File: src/rtl/bb3_pkg.sv
// ----------------------------------------------------------------------------
// bb3_pkg
// Shared types and constants of the 3x3 RGB box blur.
// ----------------------------------------------------------------------------
`default_nettype none

package bb3_pkg;

  localparam int ChanW   = 8;
  localparam int PixW    = 3 * ChanW;
  localparam int FwidthW = 12;
  localparam int FheightW = 16;

  // One shift step of the raster window, as the front hands it to the back.
  typedef struct packed {
    logic            emit;
    logic            last;
    logic            skip_top;
    logic            skip_bot;
    logic            skip_left;
    logic            skip_right;
    logic [PixW-1:0] px;
  } bb3_op_t;

endpackage

`default_nettype wire

File: src/rtl/bb3_in_if.sv
// ----------------------------------------------------------------------------
// bb3_in_if
// Pixel input channel: valid/ready with request type and RGB payload.
// ----------------------------------------------------------------------------
`default_nettype none

interface bb3_in_if;
  logic       valid;
  logic       ready;
  logic       req_type;
  logic [7:0] red;
  logic [7:0] green;
  logic [7:0] blue;

  modport source (output valid, output req_type, output red, output green, output blue,
                  input ready);
  modport sink   (input valid, input req_type, input red, input green, input blue,
                  output ready);
endinterface

`default_nettype wire

File: src/rtl/bb3_front.sv
// ----------------------------------------------------------------------------
// bb3_front
// Accepts input items, tracks raster positions and issues window shift steps.
// ----------------------------------------------------------------------------
`default_nettype none

module bb3_front #(
  parameter int MAX_WIDTH = 2048,
  localparam int ColW = (MAX_WIDTH > 1) ? $clog2(MAX_WIDTH) : 1,
  localparam int WidW = $clog2(MAX_WIDTH + 1),
  localparam int CntW = $clog2(MAX_WIDTH + 2)
) (
  input  logic                          clk,
  input  logic                          rst,
  input  logic                          restart,
  input  logic [bb3_pkg::FwidthW-1:0]   frame_width,
  input  logic [bb3_pkg::FheightW-1:0]  frame_height,
  bb3_in_if.sink                        pixels,
  input  logic                          full,
  output logic                          push,
  output logic [ColW-1:0]               push_col,
  output bb3_pkg::bb3_op_t              push_op
);

  import bb3_pkg::*;

  logic [WidW-1:0]     eff_w;
  logic [FheightW-1:0] eff_h;
  logic [ColW-1:0]     in_col;
  logic [FheightW-1:0] in_row;
  logic [ColW-1:0]     out_col;
  logic [FheightW-1:0] out_row;
  logic [CntW-1:0]     scnt;

  logic flush_phase;
  logic primed;
  logic in_wrap;
  logic out_wrap;
  logic bot_edge;
  logic last;
  logic accept;
  logic do_shift;
  logic emit;

  always_comb begin
    if (frame_width == '0) begin
      eff_w = WidW'(1);
    end else if (int'(frame_width) > MAX_WIDTH) begin
      eff_w = WidW'(MAX_WIDTH);
    end else begin
      eff_w = WidW'(frame_width);
    end
  end

  assign eff_h = (frame_height == '0) ? FheightW'(1) : frame_height;

  assign flush_phase = (in_row >= eff_h);
  assign primed      = (scnt >= (CntW'(eff_w) + CntW'(1)));
  assign in_wrap     = ((WidW'(in_col) + WidW'(1)) >= eff_w);
  assign out_wrap    = ((WidW'(out_col) + WidW'(1)) >= eff_w);
  assign bot_edge    = ((17'(out_row) + 17'd1) >= 17'(eff_h));
  assign last        = bot_edge && out_wrap;

  // single-row frames need one extra silent shift before the first flush output
  assign pixels.ready = !full && !(flush_phase && !primed);
  assign accept       = pixels.valid && pixels.ready;
  assign do_shift     = (accept && (flush_phase || !pixels.req_type)) ||
                        (pixels.valid && !full && flush_phase && !primed);
  assign emit         = do_shift && primed;

  assign push     = do_shift;
  assign push_col = in_col;

  always_comb begin
    push_op.emit       = emit;
    push_op.last       = last;
    push_op.skip_top   = (out_row == '0);
    push_op.skip_bot   = bot_edge;
    push_op.skip_left  = (out_col == '0);
    push_op.skip_right = out_wrap;
    push_op.px         = flush_phase ? '0 : {pixels.red, pixels.green, pixels.blue};
  end

  always_ff @(posedge clk) begin
    if (rst || restart) begin
      in_col  <= '0;
      in_row  <= '0;
      out_col <= '0;
      out_row <= '0;
      scnt    <= '0;
    end else if (do_shift) begin
      if (emit && last) begin
        in_col  <= '0;
        in_row  <= '0;
        out_col <= '0;
        out_row <= '0;
        scnt    <= '0;
      end else begin
        if (in_wrap) begin
          in_col <= '0;
          if (!flush_phase) begin
            in_row <= in_row + FheightW'(1);
          end
        end else begin
          in_col <= in_col + ColW'(1);
        end
        if (!primed) begin
          scnt <= scnt + CntW'(1);
        end
        if (emit) begin
          if (out_wrap) begin
            out_col <= '0;
            out_row <= out_row + FheightW'(1);
          end else begin
            out_col <= out_col + ColW'(1);
          end
        end
      end
    end
  end

`ifndef SYNTHESIS
  a_out_pos_in_frame: assert property (@(posedge clk) disable iff (rst)
    (17'(out_row) < 17'(eff_h)) && (WidW'(out_col) < eff_w))
    else $error("output position outside frame");
`endif

endmodule

`default_nettype wire

File: src/flat_wrapper.sv
// flat-port wrapper written by rule: the top's interface ports become plain ports
module bb3_front_flat import bb3_pkg::*;
#(
  parameter int MAX_WIDTH = 2048,
  localparam int ColW = (MAX_WIDTH > 1) ? $clog2(MAX_WIDTH) : 1,
  localparam int WidW = $clog2(MAX_WIDTH + 1),
  localparam int CntW = $clog2(MAX_WIDTH + 2)
)
  (clk, rst, restart, frame_width, frame_height, full, push, push_col, push_op, pixels_valid, pixels_req_type, pixels_red, pixels_green, pixels_blue, pixels_ready);
  bb3_in_if pixels_i ();
  input  logic clk;
  input  logic rst;
  input  logic restart;
  input  logic [bb3_pkg::FwidthW-1:0] frame_width;
  input  logic [bb3_pkg::FheightW-1:0] frame_height;
  input  logic full;
  output logic push;
  output logic [ColW-1:0] push_col;
  output bb3_pkg::bb3_op_t push_op;
  input wire logic [$bits(pixels_i.valid)-1:0] pixels_valid;
  input wire logic [$bits(pixels_i.req_type)-1:0] pixels_req_type;
  input wire logic [$bits(pixels_i.red)-1:0] pixels_red;
  input wire logic [$bits(pixels_i.green)-1:0] pixels_green;
  input wire logic [$bits(pixels_i.blue)-1:0] pixels_blue;
  output wire logic [$bits(pixels_i.ready)-1:0] pixels_ready;
  assign pixels_i.valid = pixels_valid;
  assign pixels_i.req_type = pixels_req_type;
  assign pixels_i.red = pixels_red;
  assign pixels_i.green = pixels_green;
  assign pixels_i.blue = pixels_blue;
  assign pixels_ready = pixels_i.ready;
  bb3_front #(.MAX_WIDTH(MAX_WIDTH)) u_core (.clk(clk), .rst(rst), .restart(restart), .frame_width(frame_width), .frame_height(frame_height), .pixels(pixels_i), .full(full), .push(push), .push_col(push_col), .push_op(push_op));
endmodule
File: config.mk
export PLATFORM = sky130hd
export DESIGN_NAME = bb3_front_flat
export DESIGN_NICKNAME = d
export VERILOG_FILES = /design/src/rtl/bb3_pkg.sv /design/src/rtl/bb3_in_if.sv /design/src/rtl/bb3_front.sv /design/src/flat_wrapper.sv
export SDC_FILE = /design/constraint.sdc
export NUM_CORES = 1
export LEC_CHECK = 0
export CORE_MARGIN = 2
export CORE_UTILIZATION = 65
export CTS_CLUSTER_DIAMETER = 200
export DETAILED_ROUTE_END_ITERATION = 6
export DONT_BUFFER_PORTS = 1
export PLACE_DENSITY_LB_ADDON = 0.15
export REMOVE_ABC_BUFFERS = 1
export SYNTH_ARGS = -nofsm -noshare
export SYNTH_HDL_FRONTEND = slang
export SYNTH_SLANG_ARGS = --single-unit
File: constraint.sdc
create_clock -name clk -period 4.3 [get_ports clk]
set_input_delay 0.215 -clock clk [delete_from_list [all_inputs] [get_ports clk]]
set_output_delay 0.215 -clock clk [all_outputs]
set_load 0.02 [all_outputs]
==> run_results.csv <==
group,metric,value,unit
finish,n_fill_cell,681,
critical_path,cp_slowest_stage_delay,0.52,ns
placement,dp_cells,783,
placement,placed_area,5660,um2
floorplan,start_util,67.4,%
critical_path,crit_fanout,7,
critical_path,cp-start-kind,"flip-flop",
route,firstDrtPassIters,4,
clocking,clock_path_buffers,2,
min_path,whs_path_depth,2,
power_and_ir_drop,power,1.34,mW
critical_path,r2r_slack,0.32,ns
logic_synthesis,seq_area_frac_synth,23.6,%
clocking,clkTransAtPathRegs,0.08,ns
min_path,min_from,"rst",
route,vias_per_cell,6.28,
logic_synthesis,netlist.area_leader.share,23.6,%
timing,slew-limit-headroom,47.5,%
timing,timing.fmax,0.251,GHz
critical_path,worstSetupEndpointType,"flip-flop",
floorplan,die_width,96.8,um
grt,grt_max_degree,27,
min_path,min_delay_worst_endpoint,"u_core.out_row[2]",
finish,syn_to_final_growth,5.83,%
finish,final_cell_mix,"75 x ha_1, 66 x dfxtp_1, 63 x nand2_1",
clocking,h-tree-depth,3,
timing,fin_crit_sh,92.5,%
timing,fin_crit,3.98,ns
logic_synthesis,synth_area_leaders,"dfxtp_1 24%, ha_1 17%, xnor2_1 5.0%, nand2_1 4.2%, xor2_1 3.9%",
logic_synthesis,synth-seq-cells,66,
finish,fin_nets,825,
grt,grt_pass1_vias,4985,
clocking,clock-root-buffer,"clkbuf_8",
route,vias,5036,
grt,gr-total-overflow,0,
finish,drive_gt1_share,7.46,%
critical_path,worstPathCellList,"and3_1 > and3_1 > nand3_1 > nor2_1 > xor2_1 > ha_1 > nand4_1 > nor3_1 > a2111oi_1 > o211ai_2 > a21boi_4 > a21o_1 > or4_1 > nand2_1",
critical_path,worstReg2RegEnd,"u_core.scnt[4]",
floorplan,rows,33,
critical_path,critPathSlowestCell,"or4_1",
timing,hold_violations,0,
logic_synthesis,synthFlopType,"dfxtp_1",
finish,final_area,5920,um2
critical_path,path_common_cell,"and3_1",
timing,skew,0.00908,ns
timing,whs,0.0931,ns
job,max_cap_viol_count,0,
finish,final_util,71.4,%
clocking,numCtsBuffers,9,
clocking,clk_latency,0.34,ns
logic_synthesis,synth.distinct_cells,68,
logic_synthesis,async_flop_share,0,%
finish,n_antenna_cell,0,
route,routed_wl,13600,um
grt,antenna_found_initial,0,
logic_synthesis,avgSynthCellArea,8.02,um2
clocking,holdBufCountCts,0,
finish,final_cell_count_no_fill,802,
finish,layout.cells.most_common,"ha_1",
timing,report.final.slew_viol_count,0,
clocking,cts_tree,"yes",
floorplan,boundaryPins,101,
critical_path,reg2regPathDepth,14,
placement,place_ws,0.0740,ns
logic_synthesis,synth-edff-count,0,
route,first_iter_violations,189,
placement,portBuffers,0,
critical_path,critPathTopFamily,"simple AND/OR/NAND/NOR gates",
critical_path,critical_path_arrival,4.26,ns
critical_path,timing.rr.start,"u_core.out_row[2]",
floorplan,die_area,9370,um2
timing,setup_viol,0,
critical_path,required,4.59,ns
critical_path,cp.buffers_inverters,0,
route,drc,0,
floorplan,die_y,96.8,um
placement,hpwl,10600,um
placement,gp_congestion,0.990,
timing,tightest_slew,0.776,ns
clocking,cts.sinks,66,
route,wl_per_cell,17.0,um
outcome,status,"complete, no violations",
route,ant_nets,0,
critical_path,crit_type,"reg -> reg",
logic_synthesis,netlist_area,5600,um2
grt,grtUsageTotal,28.8,%
logic_synthesis,ys_warn_count,0,
power_and_ir_drop,p_leak,2.51,nW
grt,grt_first_pass_wirelength,23000,um
floorplan,coreArea,8300,um2
power_and_ir_drop,power.density,226,nW/um2
logic_synthesis,synth_area_leader_cell,"dfxtp_1",
timing,finalSetupTns,0,ns
critical_path,crit_start,"u_core.out_row[2]",
logic_synthesis,synthCells,698,
power_and_ir_drop,ir_worst_vdd,0.000122,V
min_path,hp-class,"in -> reg",
timing,timing.final.ws_setup,0.322,ns
[worst max path at each step]
stage,endpoint,slack (ns),depth (start not counted)
after floorplan,u_core.scnt[3],0.09,17
after global placement,u_core.out_row[0],0.26,16
after detailed placement,u_core.out_row[0],0.07,16
after CTS,u_core.scnt[4],0.17,14
after global routing,u_core.scnt[6],-0.03,14
final,u_core.scnt[4],0.32,14
[sequential cells by signal, indices dropped and copies added, names as in the netlist]
name,count
u_core.scnt,12
u_core.out_row,16
u_core.in_row,16
u_core.out_col,11
u_core.push_col,11
[final cells by class]
type / count / area [um2] / area share (%)
Multi-Input combinational cell: 558 / 3980 / 67.1
Sequential cell: 66 / 1320 / 22.3
Tap cell: 105 / 131 / 2.22
Timing Repair Buffer: 14 / 105 / 1.77
Clock buffer: 9 / 124 / 2.09
Inverter: 43 / 164 / 2.77
Clock inverter: 7 / 101 / 1.71
[logic make-up (layout without fill, tap and decap cells)]
group / count (synthesis) / count (layout) / share of synthesized area, %
buffers and inverters: 75 / 73 / 5.70
AND/OR/NAND/NOR: 282 / 282 / 27.1
XOR/XNOR: 57 / 57 / 8.92
AO/OA/AOI/OAI: 140 / 141 / 17.3
multiplexers: 3 / 3 / 0.604
adder cells (fa/ha/maj): 75 / 75 / 16.8
flip-flops: 66 / 66 / 23.6
[synth_stat cells (all sizes together) (19+ instances only)]
library cell / number
xnor2: 32
nand2: 64
ha: 75
clkbuf: 19
nand3: 43
dfxtp: 66
xor2: 25
and2: 27
o21ai: 30
nor2: 42
and3: 23
a21oi: 42
inv: 43
[per-layer routing]
metal	share of wire [%]	wire, um	track usage (%)
met1	43	5880	36.1
met2	50	6780	50.0
met3	4.6	631	4.84
met4	2.4	331	9.97
met5	0	0	0
[worst reg2reg max path, stage by stage, from the launching register on]
cell and delay, ns:
dfxtp_1 0.46, and3_1 0.23, and3_1 0.32, nand3_1 0.23
nor2_1 0.18, xor2_1 0.27, ha_1 0.29, nand4_1 0.12
nor3_1 0.07, a2111oi_1 0.48, o211ai_2 0.17, a21boi_4 0.24
a21o_1 0.28, or4_1 0.52, nand2_1 0.08
[repair_timing]
item	in CTS	in global routing
resized for setup	0	3
setup endpoints to repair	0	22
endpoints found under the hold margin	0	0
setup buffers	0	2
[where the power goes]
part	internal, mW	switching, mW	leakage, nW	total [mW]
registers	0.611	0.00118	0.531	0.612
clock network	0.331	0.263	0.106	0.595
logic	0.0430	0.0909	1.87	0.134
(Power assumes the default switching activity.)
