<file path="src/rtl/bb3_fifo.sv">
// ----------------------------------------------------------------------------
// bb3_fifo
// Short register FIFO that decouples the front sequencer from the back pipe.
// ----------------------------------------------------------------------------
`default_nettype none

module bb3_fifo #(
  parameter int WIDTH = 32,
  parameter int DEPTH = 4,
  localparam int PtrW = (DEPTH > 1) ? $clog2(DEPTH) : 1,
  localparam int CntW = $clog2(DEPTH + 1)
) (
  input  logic             clk,
  input  logic             rst,
  input  logic             push,
  input  logic [WIDTH-1:0] din,
  output logic             full,
  input  logic             pop,
  output logic [WIDTH-1:0] dout,
  output logic             empty
);

  logic [WIDTH-1:0] mem [DEPTH];
  logic [PtrW-1:0]  wptr;
  logic [PtrW-1:0]  rptr;
  logic [CntW-1:0]  count;

  assign full  = (count == CntW'(DEPTH));
  assign empty = (count == '0);
  assign dout  = mem[rptr];

  always_ff @(posedge clk) begin
    if (push) begin
      mem[wptr] <= din;
    end
  end

  always_ff @(posedge clk) begin
    if (rst) begin
      wptr  <= '0;
      rptr  <= '0;
      count <= '0;
    end else begin
      if (push) begin
        wptr <= (wptr == PtrW'(DEPTH - 1)) ? '0 : wptr + PtrW'(1);
      end
      if (pop) begin
        rptr <= (rptr == PtrW'(DEPTH - 1)) ? '0 : rptr + PtrW'(1);
      end
      unique case ({push, pop})
        2'b10:   count <= count + CntW'(1);
        2'b01:   count <= count - CntW'(1);
        default: count <= count;
      endcase
    end
  end

`ifndef SYNTHESIS
  a_no_overflow: assert property (@(posedge clk) disable iff (rst) push |-> !full)
    else $error("fifo push while full");
  a_no_underflow: assert property (@(posedge clk) disable iff (rst) pop |-> !empty)
    else $error("fifo pop while empty");
`endif

endmodule

`default_nettype wire

</file>
<file path="config.mk">
export PLATFORM = sky130hd
export DESIGN_NAME = bb3_fifo
export DESIGN_NICKNAME = d
export VERILOG_FILES = /design/src/rtl/bb3_fifo.sv
export SDC_FILE = /design/constraint.sdc
export NUM_CORES = 1
export LEC_CHECK = 0
export BUFFER_PORTS_ARGS = -buffer_cell sky130_fd_sc_hd__buf_2
export CELL_PAD_IN_SITES_DETAIL_PLACEMENT = 0
export CELL_PAD_IN_SITES_GLOBAL_PLACEMENT = 2
export CORE_ASPECT_RATIO = 1.5
export CORE_UTILIZATION = 47
export DETAILED_ROUTE_END_ITERATION = 10
export PLACE_DENSITY = 0.87
export SETUP_SLACK_MARGIN = 0.05
export SLEW_MARGIN = 20
export SYNTH_ARGS = -nofsm -noshare
export SYNTH_HDL_FRONTEND = slang
export SYNTH_SLANG_ARGS = --single-unit
</file>
<file path="constraint.sdc">
create_clock -name clk -period 3.8 [get_ports clk]
set_input_delay 0.19 -clock clk [delete_from_list [all_inputs] [get_ports clk]]
set_output_delay 0.19 -clock clk [all_outputs]
set_load 0.01 [all_outputs]
</file>
==> run metrics, run 1 <==
status finished, final reports clean; Mapped Area between 0.005 and 0.006 sq mm; fmax 393 MHz; Seq. cell area 0.00403 sq mm; CP max FO 27; Clock Latency Late Sink 0.40 ns; number of remaining DRC errors 0; grt ovf 0; number of top-level pins 70; worst setup path class reg -> out; Worst Path Arrival roughly 2.4 ns; Comb power frac 0.076; Final Critical Period 2.55 ns; # H-tree levels 4; DR vias roughly 2300; Net Sw Frac 0.209; Global Route Usage Sum 0.161; Compound-Gate Fraction of Synth Area 0.00490; die footprint 0.0113 sq mm; Clk pwr share 0.402; root buf cell clkbuf_16; Unique masters post-synth 20; Die Y 130 um; post-synthesis register bit count 137; most common cell after layout, fill and taps aside edfxtp_1; clk sinks 137; Top Layer Used met4; Syn. warnings 0; vias in the first global route between 2000 and 2500; Synthesized Nets 258; Clock Tree Buf Depth 2; number of max-slew violations in the final report 0; global-route wire length before repair 12.7 mm; fin util 0.582; worst-margin pin slew 0.986 ns; initial antenna violation count 1; Hold Crit Class in -> reg; CTS resizes 0; Mapped Cells 215; initial core utilization 0.482; largest net degree at the start of global routing 33; Post-Route M1 WL 3.32 mm; worst reg2reg startpoint wptr[0]; Slew Limit Headroom 0.342; Hold Slack around 0.013 ns; post-route cell area approximately 0.0062 sq mm; Setup TNS 0 ns; Fin. Hold Viols 0; most frequent cells in the layout edfxtp_1, buf_2, mux4_2, clkbuf_16, dlygate4sd3_1; clock skew 0.00777 ns; Reg clk slew, reported paths 0.05 ns; WL met3 between 300 and 400 um; core area 0.0106 sq mm; Seq/Total Area, Yosys 0.788; Simple-Gate Fraction of Synth Area 0.0164; IO buf count 69; unrepaired setup endpoints after global routing false; # nets final 350; P&R area growth vs syn 20.6%; die width between 80 and 90 um; element type at the critical path end output port; Area after DPL 0.00556 sq mm; xor and xnor area share after synthesis 0.00343; number of buffers created by CTS 17; Post-Synth Adder-Cell Area 0.0186; R2R cell count 3; largest family of logic cells by synthesized area multiplexers; detailed placement HPWL ~5.1 mm; multi-input logic area 975 sq um; routed vias/inst 5.03; Mapped Avg Cell Area 23.7 sq um; reg-to-reg endpoint mem[0][26]; DRT Wirelength roughly 8.5 mm; multiplexer share of the synthesized area 0.147; FP Rows 46; WL/cell approximately 18 um; layout cells sized above 1 0.409; TritonCTS clock tree done; Initial DRC Count 131; fin crit share 0.670; Critical Path Sink dout[1]; Lkg Pwr 2.14 nW; final estimated routing congestion in global placement 0.747; maxcap violations 0; switching power 0.705 mW; final setup fails 0; Flop pwr share 0.523; VDD IR max 0.000354 V; P per Cell Area roughly 550 mW/mm^2; flop2flop setup slack 2.09 ns; Antenna Nets Post-Route 0; Critical Path RT 3.61 ns; Pint 2.66 mW; TritonRoute pass-1 iters 4; met2 WL 4.75 mm; Worst Setup Start Kind flip-flop; Filler Cell Count 843
-- logic make-up after synthesis --
group           Yosys count
compound gates            5
xor+xnor                  2
simple gates             16
flops                   137
fa+ha+maj                 7
buf+inv                  14
mux                      34
-- power by group through the flow --
stage	Sequential [mW]	Clock (mW)	Combinational [mW]
2_1_floorplan	1.76	0	0.176
3_5_place_dp	1.79	0	0.249
3_3_place_gp	1.79	0	0.246
5_1_grt	1.77	1.43	0.276
6_report	1.76	1.35	0.255
4_1_cts	1.76	1.37	0.258
-- stage by stage --
step           worst slack [ns]  std cells  power, mW
3_5_place_dp               1.56        422       2.04
2_1_floorplan              2.07        215       1.94
4_1_cts                    1.14        463       3.39
6_report                   1.25        465       3.37
5_1_grt                    1.07        465       3.48
3_3_place_gp               1.58        422       2.04
-- how the worst min path moves through the flow --
stage | start | endpoint | slack, ns | cells after the start
after floorplan | rst | count[2] | 0.26 | 1
after global placement | din[1] | mem[0][1] | 0.40 | 1
after detailed placement | din[3] | mem[2][3] | 0.41 | 1
after CTS | din[25] | mem[0][25] | 0.002 | 1
after global routing | din[5] | mem[2][5] | 0.006 | 1
final | din[19] | mem[0][19] | 0.01 | 1
-- critical path: stages (launching register included) --
cell and delay [ns]:
dfxtp_2 0.98, buf_4 0.32, mux4_2 0.51, buf_2 0.15
-- per-layer routing --
layer,global-route usage,up-vias
met1,0.177,1200
met3,0.0427,10
met2,0.290,57
met5,0,-
met4,0.0733,0
li1,-,1073
-- what timing repair did --
item                                    CTS  global route
hold endpoints to repair                 32             4
hold buffers                              9             1
endpoints found under the setup margin    0             0
setup buffers                             0             0
-- synth_stat cells --
library cell  instances  area [sq um]
inv_1                 7          26.3
fa_1                  1          20.0
mux4_2               30           676
xor2_1                2          17.5
edfxtp_1            128          3840
o21ai_0               1          5.00
nor3b_1               2          15.0
nor2_1                7          26.3
buf_12                3          60.1
buf_6                 1          11.3
and3_1                1          6.26
mux4_1                2          52.6
nor3_1                1          5.00
or3_1                 1          6.26
mux2i_1               2          20.0
a21oi_1               4          20.0
ha_1                  6          75.1
buf_2                 3          15.0
dfxtp_1               9           180
and2_1                4          25.0
-- cell type report --
class,instances,area share
Antenna cell,1,0.000406
Tap cell,144,0.0293
Clock buffer,20,0.0709
Sequential cell,137,0.654
Multi-Input combinational cell,64,0.158
Timing Repair Buffer,80,0.0735
Clock inverter,12,0.00975
Inverter,7,0.00427
-- sequential cells by signal (all words and copies together) (netlist names), named ones only --
name   flops
rptr       2
mem      128
wptr       2
count      3
Note: power is estimated with default switching activity, not from simulation.
==> run 2, diff against run 1 <==
Settings changed: CORE_UTILIZATION 47 to 40, PLACE_DENSITY 0.87 to 0.79.
Clock period 3.8 ns to 2.2 ns, I/O delays scaled along.
==> run 2 against run 1 <==
Compared with the run above:
- design area increased by 6.6%
- clock skew fell by 0.0025 ns
- critical path depth is the same
- worst hold slack better by 0.0088 ns
- clock-buffer cell count shrank 2
- final cell count grew 8.6%
- global-route usage fell by 2.0 points
- largest power group unchanged
- clock power grew 90%
- sequential share of layout area shrank 4.1 points
- critical path type unchanged
- wire length shrank 0.69%
==> run metrics, run 2 (synthesis results as in run 1) <==
TritonRoute pass-1 iters 4 (unchanged); most frequent cells in the layout edfxtp_1, buf_2, dlygate4sd3_1, mux4_2, clkbuf_16; number of top-level pins 70 (unchanged); element type at the critical path end output port; final estimated routing congestion in global placement 0.691 (-7.5%); Final Critical Period 1.95 ns; worst-margin pin slew 0.418 ns (-0.569 ns); Setup TNS 0 ns (unchanged); FP Rows 50 (+8.7%); Worst path max stage delay 0.58 ns (-0.40 ns); grt ovf 0 (unchanged); largest net degree at the start of global routing 33 (unchanged); most common cell after layout, fill and taps aside edfxtp_1; initial antenna violation count 0 (-1); Initial DRC Count 126 (-3.8%); Critical Path RT 2.09 ns (-1.52 ns); die footprint 0.0132 sq mm (+17%); core area 0.0124 sq mm (+18%); Largest register FFs 128 (unchanged); WL/cell 16.8 um (-8.6%); Fin. Hold Viols 0 (unchanged); clk sinks 137 (unchanged); global-route wire length before repair 13.2 mm (+4.0%); Net Sw Frac 0.215 (+0.00591); top flop regs mem (128), count (3); Slew Limit Headroom 0.722 (+0.379); fin util 0.528 (-0.0541); root buf cell clkbuf_16; layout cells sized above 1 0.407 (-0.00250); final setup fails 0 (unchanged); post-CTS setup buffer count 0 (unchanged); critical path, cell by cell buf_4, mux4_2, buf_2; Flop pwr share 0.492 (-0.031); number of buffers created by CTS 17 (unchanged); TritonCTS clock tree done; clock skew 0.00524 ns (-0.00253 ns); Clock Tree Buf Depth 2 (unchanged); Hold Crit Class in -> reg; fmax 513 MHz; Top reg by flops mem; Die Y 140 um (+8.3%); P&R area growth vs syn 28.6%; Clock Latency Late Sink 0.40 ns (about the same); cell with the largest stage delay on the worst path mux4_2; IO buf count 69 (unchanged); number of max-slew violations in the final report 0 (unchanged); detailed placement HPWL 5.26 mm (+3.6%); Clk pwr share 0.421 (+0.019); DRT Wirelength 8.48 mm (-0.69%); Worst Setup Start Kind flip-flop; # H-tree levels 4 (unchanged); unrepaired setup endpoints after global routing false; maxcap violations 0 (unchanged); die width 94.3 um (+8.2%); Comb power frac 0.087 (+0.011); switching power 1.31 mW (+86%); Pint 4.79 mW (+80%); Reg clk slew, reported paths 0.06 ns (about the same); CP max FO 20 (-26%); fin crit share 0.885; Antenna Nets Post-Route 0 (unchanged); Filler Cell Count 963 (+14%); diode count 0 (-1); number of remaining DRC errors 0 (unchanged); Global Route Usage Sum 0.141 (-0.0202); routed vias/inst 4.79 (-4.9%); VDD IR max 0.000582 V (+64%); # nets final 379 (+8.3%); vias in the first global route 2614 (+6.0%); Worst Path Arrival 1.84 ns (-0.52 ns); status finished, final reports clean; # hold bufs at CTS 33 (+24); DR vias 2417 (+3.3%); P per Cell Area 930 mW/mm^2 (+70%); Lkg Pwr 2.29 nW (+7.3%); initial core utilization 0.410 (-0.0720); CTS resizes 0 (unchanged); worst setup path class reg -> out
==> run 2: layout make-up <==
| class | count | area [sq um] | area share |
|---|---|---|---|
| Multi-Input combinational cell | 64 | 975 | 0.148 |
| Timing Repair Buffer | 109 | 791 | 0.120 |
| Clock buffer | 18 | 429 | 0.0653 |
| Inverter | 7 | 26.3 | 0.00400 |
| Clock inverter | 14 | 125 | 0.0191 |
| Sequential cell | 137 | 4030 | 0.613 |
| Tap cell | 156 | 195 | 0.0297 |
==> run 2: routing by layer <==
metal  track usage  up-vias  routed length, um
met5             0        -                  0
met4        0.0510        0                 99
met3        0.0521        7                411
met2         0.253       52               4660
met1         0.148     1227               3300
li1              -     1131                  -
==> run 2: critical path, delay by kind of cell (launching register included) <==
family / cells / cell delay, ns
buffers and inverters: 2 / 0.53
flip-flops: 1 / 0.32
multiplexers: 1 / 0.58
==> run 2: power groups by stage <==
stage,combinational [mW],sequential (mW),clock [mW]
after floorplan,0.305,3.04,0
after global placement,0.491,3.05,0
after detailed placement,0.500,3.06,0
after CTS,0.547,3.01,2.62
after global routing,0.582,3.01,2.73
final,0.530,3.00,2.57
==> run 2: path summary, 6_finish.rpt <==
check | from | to | slack [ns] | cells after the start
hold reg to reg | count[2] | count[2] | 0.51 | 2
setup reg to reg | count[0] | count[2] | 0.64 | 5
hold / removal | push | wptr[1] | 0.02 | 3
setup / recovery | flip-flop | dout[30] | 0.25 | 3
==> run 2: metrics by stage <==
step	total power [mW]	hold slack (ns)	std cells	setup slack, ns	instance area, sq um
floorplan	3.35	0.179	215	0.466	5110
global placement	3.54	0.321	440	0.613	5680
detailed placement	3.56	0.328	440	0.603	5680
CTS	6.17	0.0131	505	0.195	6570
global route	6.33	0.0306	505	0.133	6570
finish	6.11	0.0222	505	0.252	6570
==> run 3, diff against run 2 <==
--- a/config.mk
+++ b/config.mk
@@ -6,9 +6,10 @@
 export NUM_CORES = 1
 export LEC_CHECK = 0
+export ABC_AREA = 1
 export BUFFER_PORTS_ARGS = -buffer_cell sky130_fd_sc_hd__buf_2
 export CELL_PAD_IN_SITES_DETAIL_PLACEMENT = 0
 export CELL_PAD_IN_SITES_GLOBAL_PLACEMENT = 2
 export CORE_ASPECT_RATIO = 1.5
-export CORE_UTILIZATION = 40
+export CORE_UTILIZATION = 36
 export DETAILED_ROUTE_END_ITERATION = 10
 export PLACE_DENSITY = 0.79
==> constraint.sdc (replaced) <==
create_clock -name clk -period 2.2 [get_ports clk]
set_input_delay 0.11 -clock clk [delete_from_list [all_inputs] [get_ports clk]]
set_output_delay 0.11 -clock clk [all_outputs]
set_load 0.1 [all_outputs]
==> run 3 against run 2 <==
Compared with the run above:
- setup slack worse by 0.079 ns
- die area increased by 14%
- synthesized cell count increased by 72%
- largest cell class unchanged
- design area is 7.4% higher
- via count is 34% higher
- worst hold slack gained 0.030 ns
- combinational power grew to 2.6 times the previous value
- clock-buffer cell count is 1 lower
==> run metrics, run 3 <==
status finished, final reports clean; min-delay src pop; initial antenna violation count 0 (unchanged); Worst Setup Start Kind flip-flop; Mapped Cells 369 (+72%); routed vias/inst 4.73 (-1.2%); maxcap violations 0 (unchanged); most frequent cells in the layout edfxtp_1, nor2_1, buf_2, o21ai_0, buf_4; final setup fails 0 (unchanged); Synthesized Nets 412 (+60%); Placed Cells 621 (+41%); DRT Wirelength 10.8 mm (+28%); Clock Tree Buf Depth 2 (unchanged); setup ws final 0.173 ns (-0.0794 ns); top cells by count, synth edfxtp_1, nor2_1, o21ai_0; WL/cell 15.8 um (-6.0%); worst slack at placement 0.325 ns (-0.278 ns); post-synthesis register bit count 137 (unchanged); Worst Path Arrival 1.92 ns (+0.08 ns); Clock Latency Late Sink 0.41 ns (about the same); CP Buf/Inv Count 2 (unchanged); initial core utilization 0.371 (-0.0393); Setup TNS 0 ns (unchanged); R2R cell count 5 (unchanged); worst-margin pin slew 0.514 ns (+0.0961 ns); fmax 493 MHz (-3.9%); Top reg by flops mem; post-route cell area 0.00705 sq mm (+7.4%); Die Y 150 um (+6.7%); critical path, cell by cell inv_8, nor2_1, o22ai_2, buf_2; clock skew 0.00663 ns (+0.00139 ns); number of top-level pins 70 (unchanged); layout cells sized above 1 0.302 (-0.105); DR vias 3244 (+34%); Lkg Pwr 2.58 nW (+13%); worst setup path class reg -> out; IO buf count 69 (unchanged); flop2flop setup slack 0.72 ns (+0.08 ns); top flop regs mem (128), count (3); Reg clk slew, reported paths 0.06 ns (about the same); largest cells by area after synthesis edfxtp_1, nor2_1, o21ai_0; grt ovf 0 (unchanged); Worst path max stage delay 0.44 ns (-0.14 ns); number of buffers created by CTS 17 (unchanged); Post-synth EDFFs 128 (unchanged); vias in the first global route 3308 (+27%); Main synth FF type edfxtp_1; number of max-slew violations in the final report 0 (unchanged); total power draw 7.58 mW (+24%); Mapped Area 0.00524 sq mm (+2.6%); fin util 0.499 (-0.0282); Hold Crit Class in -> reg; Fin. Hold Viols 0 (unchanged); reg-to-reg endpoint mem[1][5]; P per Cell Area 1070 mW/mm^2 (+16%); worst hold path cell count 4 (+1); most common cell in the netlist edfxtp_1; diode count 0 (unchanged); cell taking the most area after synthesis edfxtp_1; Hold Slack 0.0518 ns (+0.0296 ns); worst reg2reg startpoint wptr[1]; clk sinks 137 (unchanged); final estimated routing congestion in global placement 0.725 (+4.9%); P&R area growth vs syn 34.7%; TritonRoute pass-1 iters 4 (unchanged); Largest register FFs 128 (unchanged); largest net degree at the start of global routing 65 (+97%); Final Critical Period 2.03 ns (+0.0794 ns); Syn. warnings 0 (unchanged); die footprint 0.0150 sq mm (+14%); VDD IR max 0.000563 V (-3.3%); Area after DPL 0.00598 sq mm (+5.2%); most common cell after layout, fill and taps aside edfxtp_1; Mapped Avg Cell Area 14.2 sq um (-40%); Synth top area share 0.734 (-0.0189); post-CTS setup buffer count 0 (unchanged); die width 100 um (+6.6%); core area 0.0141 sq mm (+13%); critical path's top delay family buffers and inverters; CP max FO 64 (+220%); Slew Limit Headroom 0.658 (-0.0641); root buf cell clkbuf_16; Antenna Nets Post-Route 0 (unchanged); Initial DRC Count 131 (+4.0%); element type at the critical path end output port; cell with the largest stage delay on the worst path buf_2; Seq/Total Area, Yosys 0.768 (-0.0198); # nets final 524 (+38%); Post-synth ARST share 0 (unchanged); # H-tree levels 4 (unchanged); FP Rows 53 (+6.0%); number of remaining DRC errors 0 (unchanged); unrepaired setup endpoints after global routing false; detailed placement HPWL 6.48 mm (+23%); fin crit share 0.921 (+0.0361); global-route wire length before repair 17.2 mm (+30%); TritonCTS clock tree done; Global Route Usage Sum 0.157 (+0.0159); Unique masters post-synth 20 (unchanged); Final Non-Filler Cells 686 (+36%); Critical Path RT 2.09 ns (about the same)
-- run 3: cell count changes in the layout (fill, tap and decap cells not counted), moves of 5 or more --
cell and change:
mux4_2 -30, o21ai_0 +39, o22ai_2 +32, buf_2 -27
inv_1 +5, nand2_1 +8, buf_4 +33, o21ai_1 +28
bufinv_16 +5, nor2_1 +62
-- run 3: area by class of cell --
class / instances / area (sq um)
repair buffers: 112 / 843
clock inverters: 15 / 249
well taps: 192 / 240
flip-flops and latches: 137 / 4030
fillers: 1215 / 7070
clock buffers: 17 / 425
multi-input cells: 195 / 1190
inverters: 18 / 75.1
-- run 3: what timing repair did --
item                                   CTS  global route
hold buffers                            33             0
endpoints found under the hold margin  131             0
gates cloned                             0             0
resized for setup                       28             1
setup endpoints to repair               27            28
-- run 3: worst max-delay path by stage --
stage	end	slack [ns]	depth (start not counted)
CTS	dout[21]	0.05	4
global placement	dout[17]	0.32	4
global route	dout[28]	0.06	4
finish	dout[28]	0.17	4
floorplan	full	0.53	2
detailed placement	dout[17]	0.32	4
-- run 3: worst min-delay path, cell delays in order --
cell,delay (ns)
buf_2,0.10
inv_1,0.06
nor2_1,0.08
nor2_1,0.06
-- run 3: cell families after synthesis --
family | after synthesis | share of synthesized area
AOI/OAI and AO/OA | 105 | 0.108
adders and majority gates | 7 | 0.0182
buffers and inverters | 37 | 0.0444
DFF | 137 | 0.768
and+or+nand+nor | 83 | 0.0612
-- run 3: power breakdown --
part,internal (mW),leakage (nW),switching (mW)
clock,2.13,0.323,1.07
sequential,2.97,1.25,0.0454
combinational,0.316,1.01,1.05
total,5.42,2.58,2.16
-- run 3: layer usage --
metal  share of wire  GRT usage  vias to the layer above  routed length [um]
met4           0.013     0.0623                        0                 137
met2            0.55      0.278                       62                5980
li1                -          -                     1593                   -
met5               0          0                        -                   0
met3           0.039     0.0528                       10                 423
met1            0.40      0.171                     1579                4290
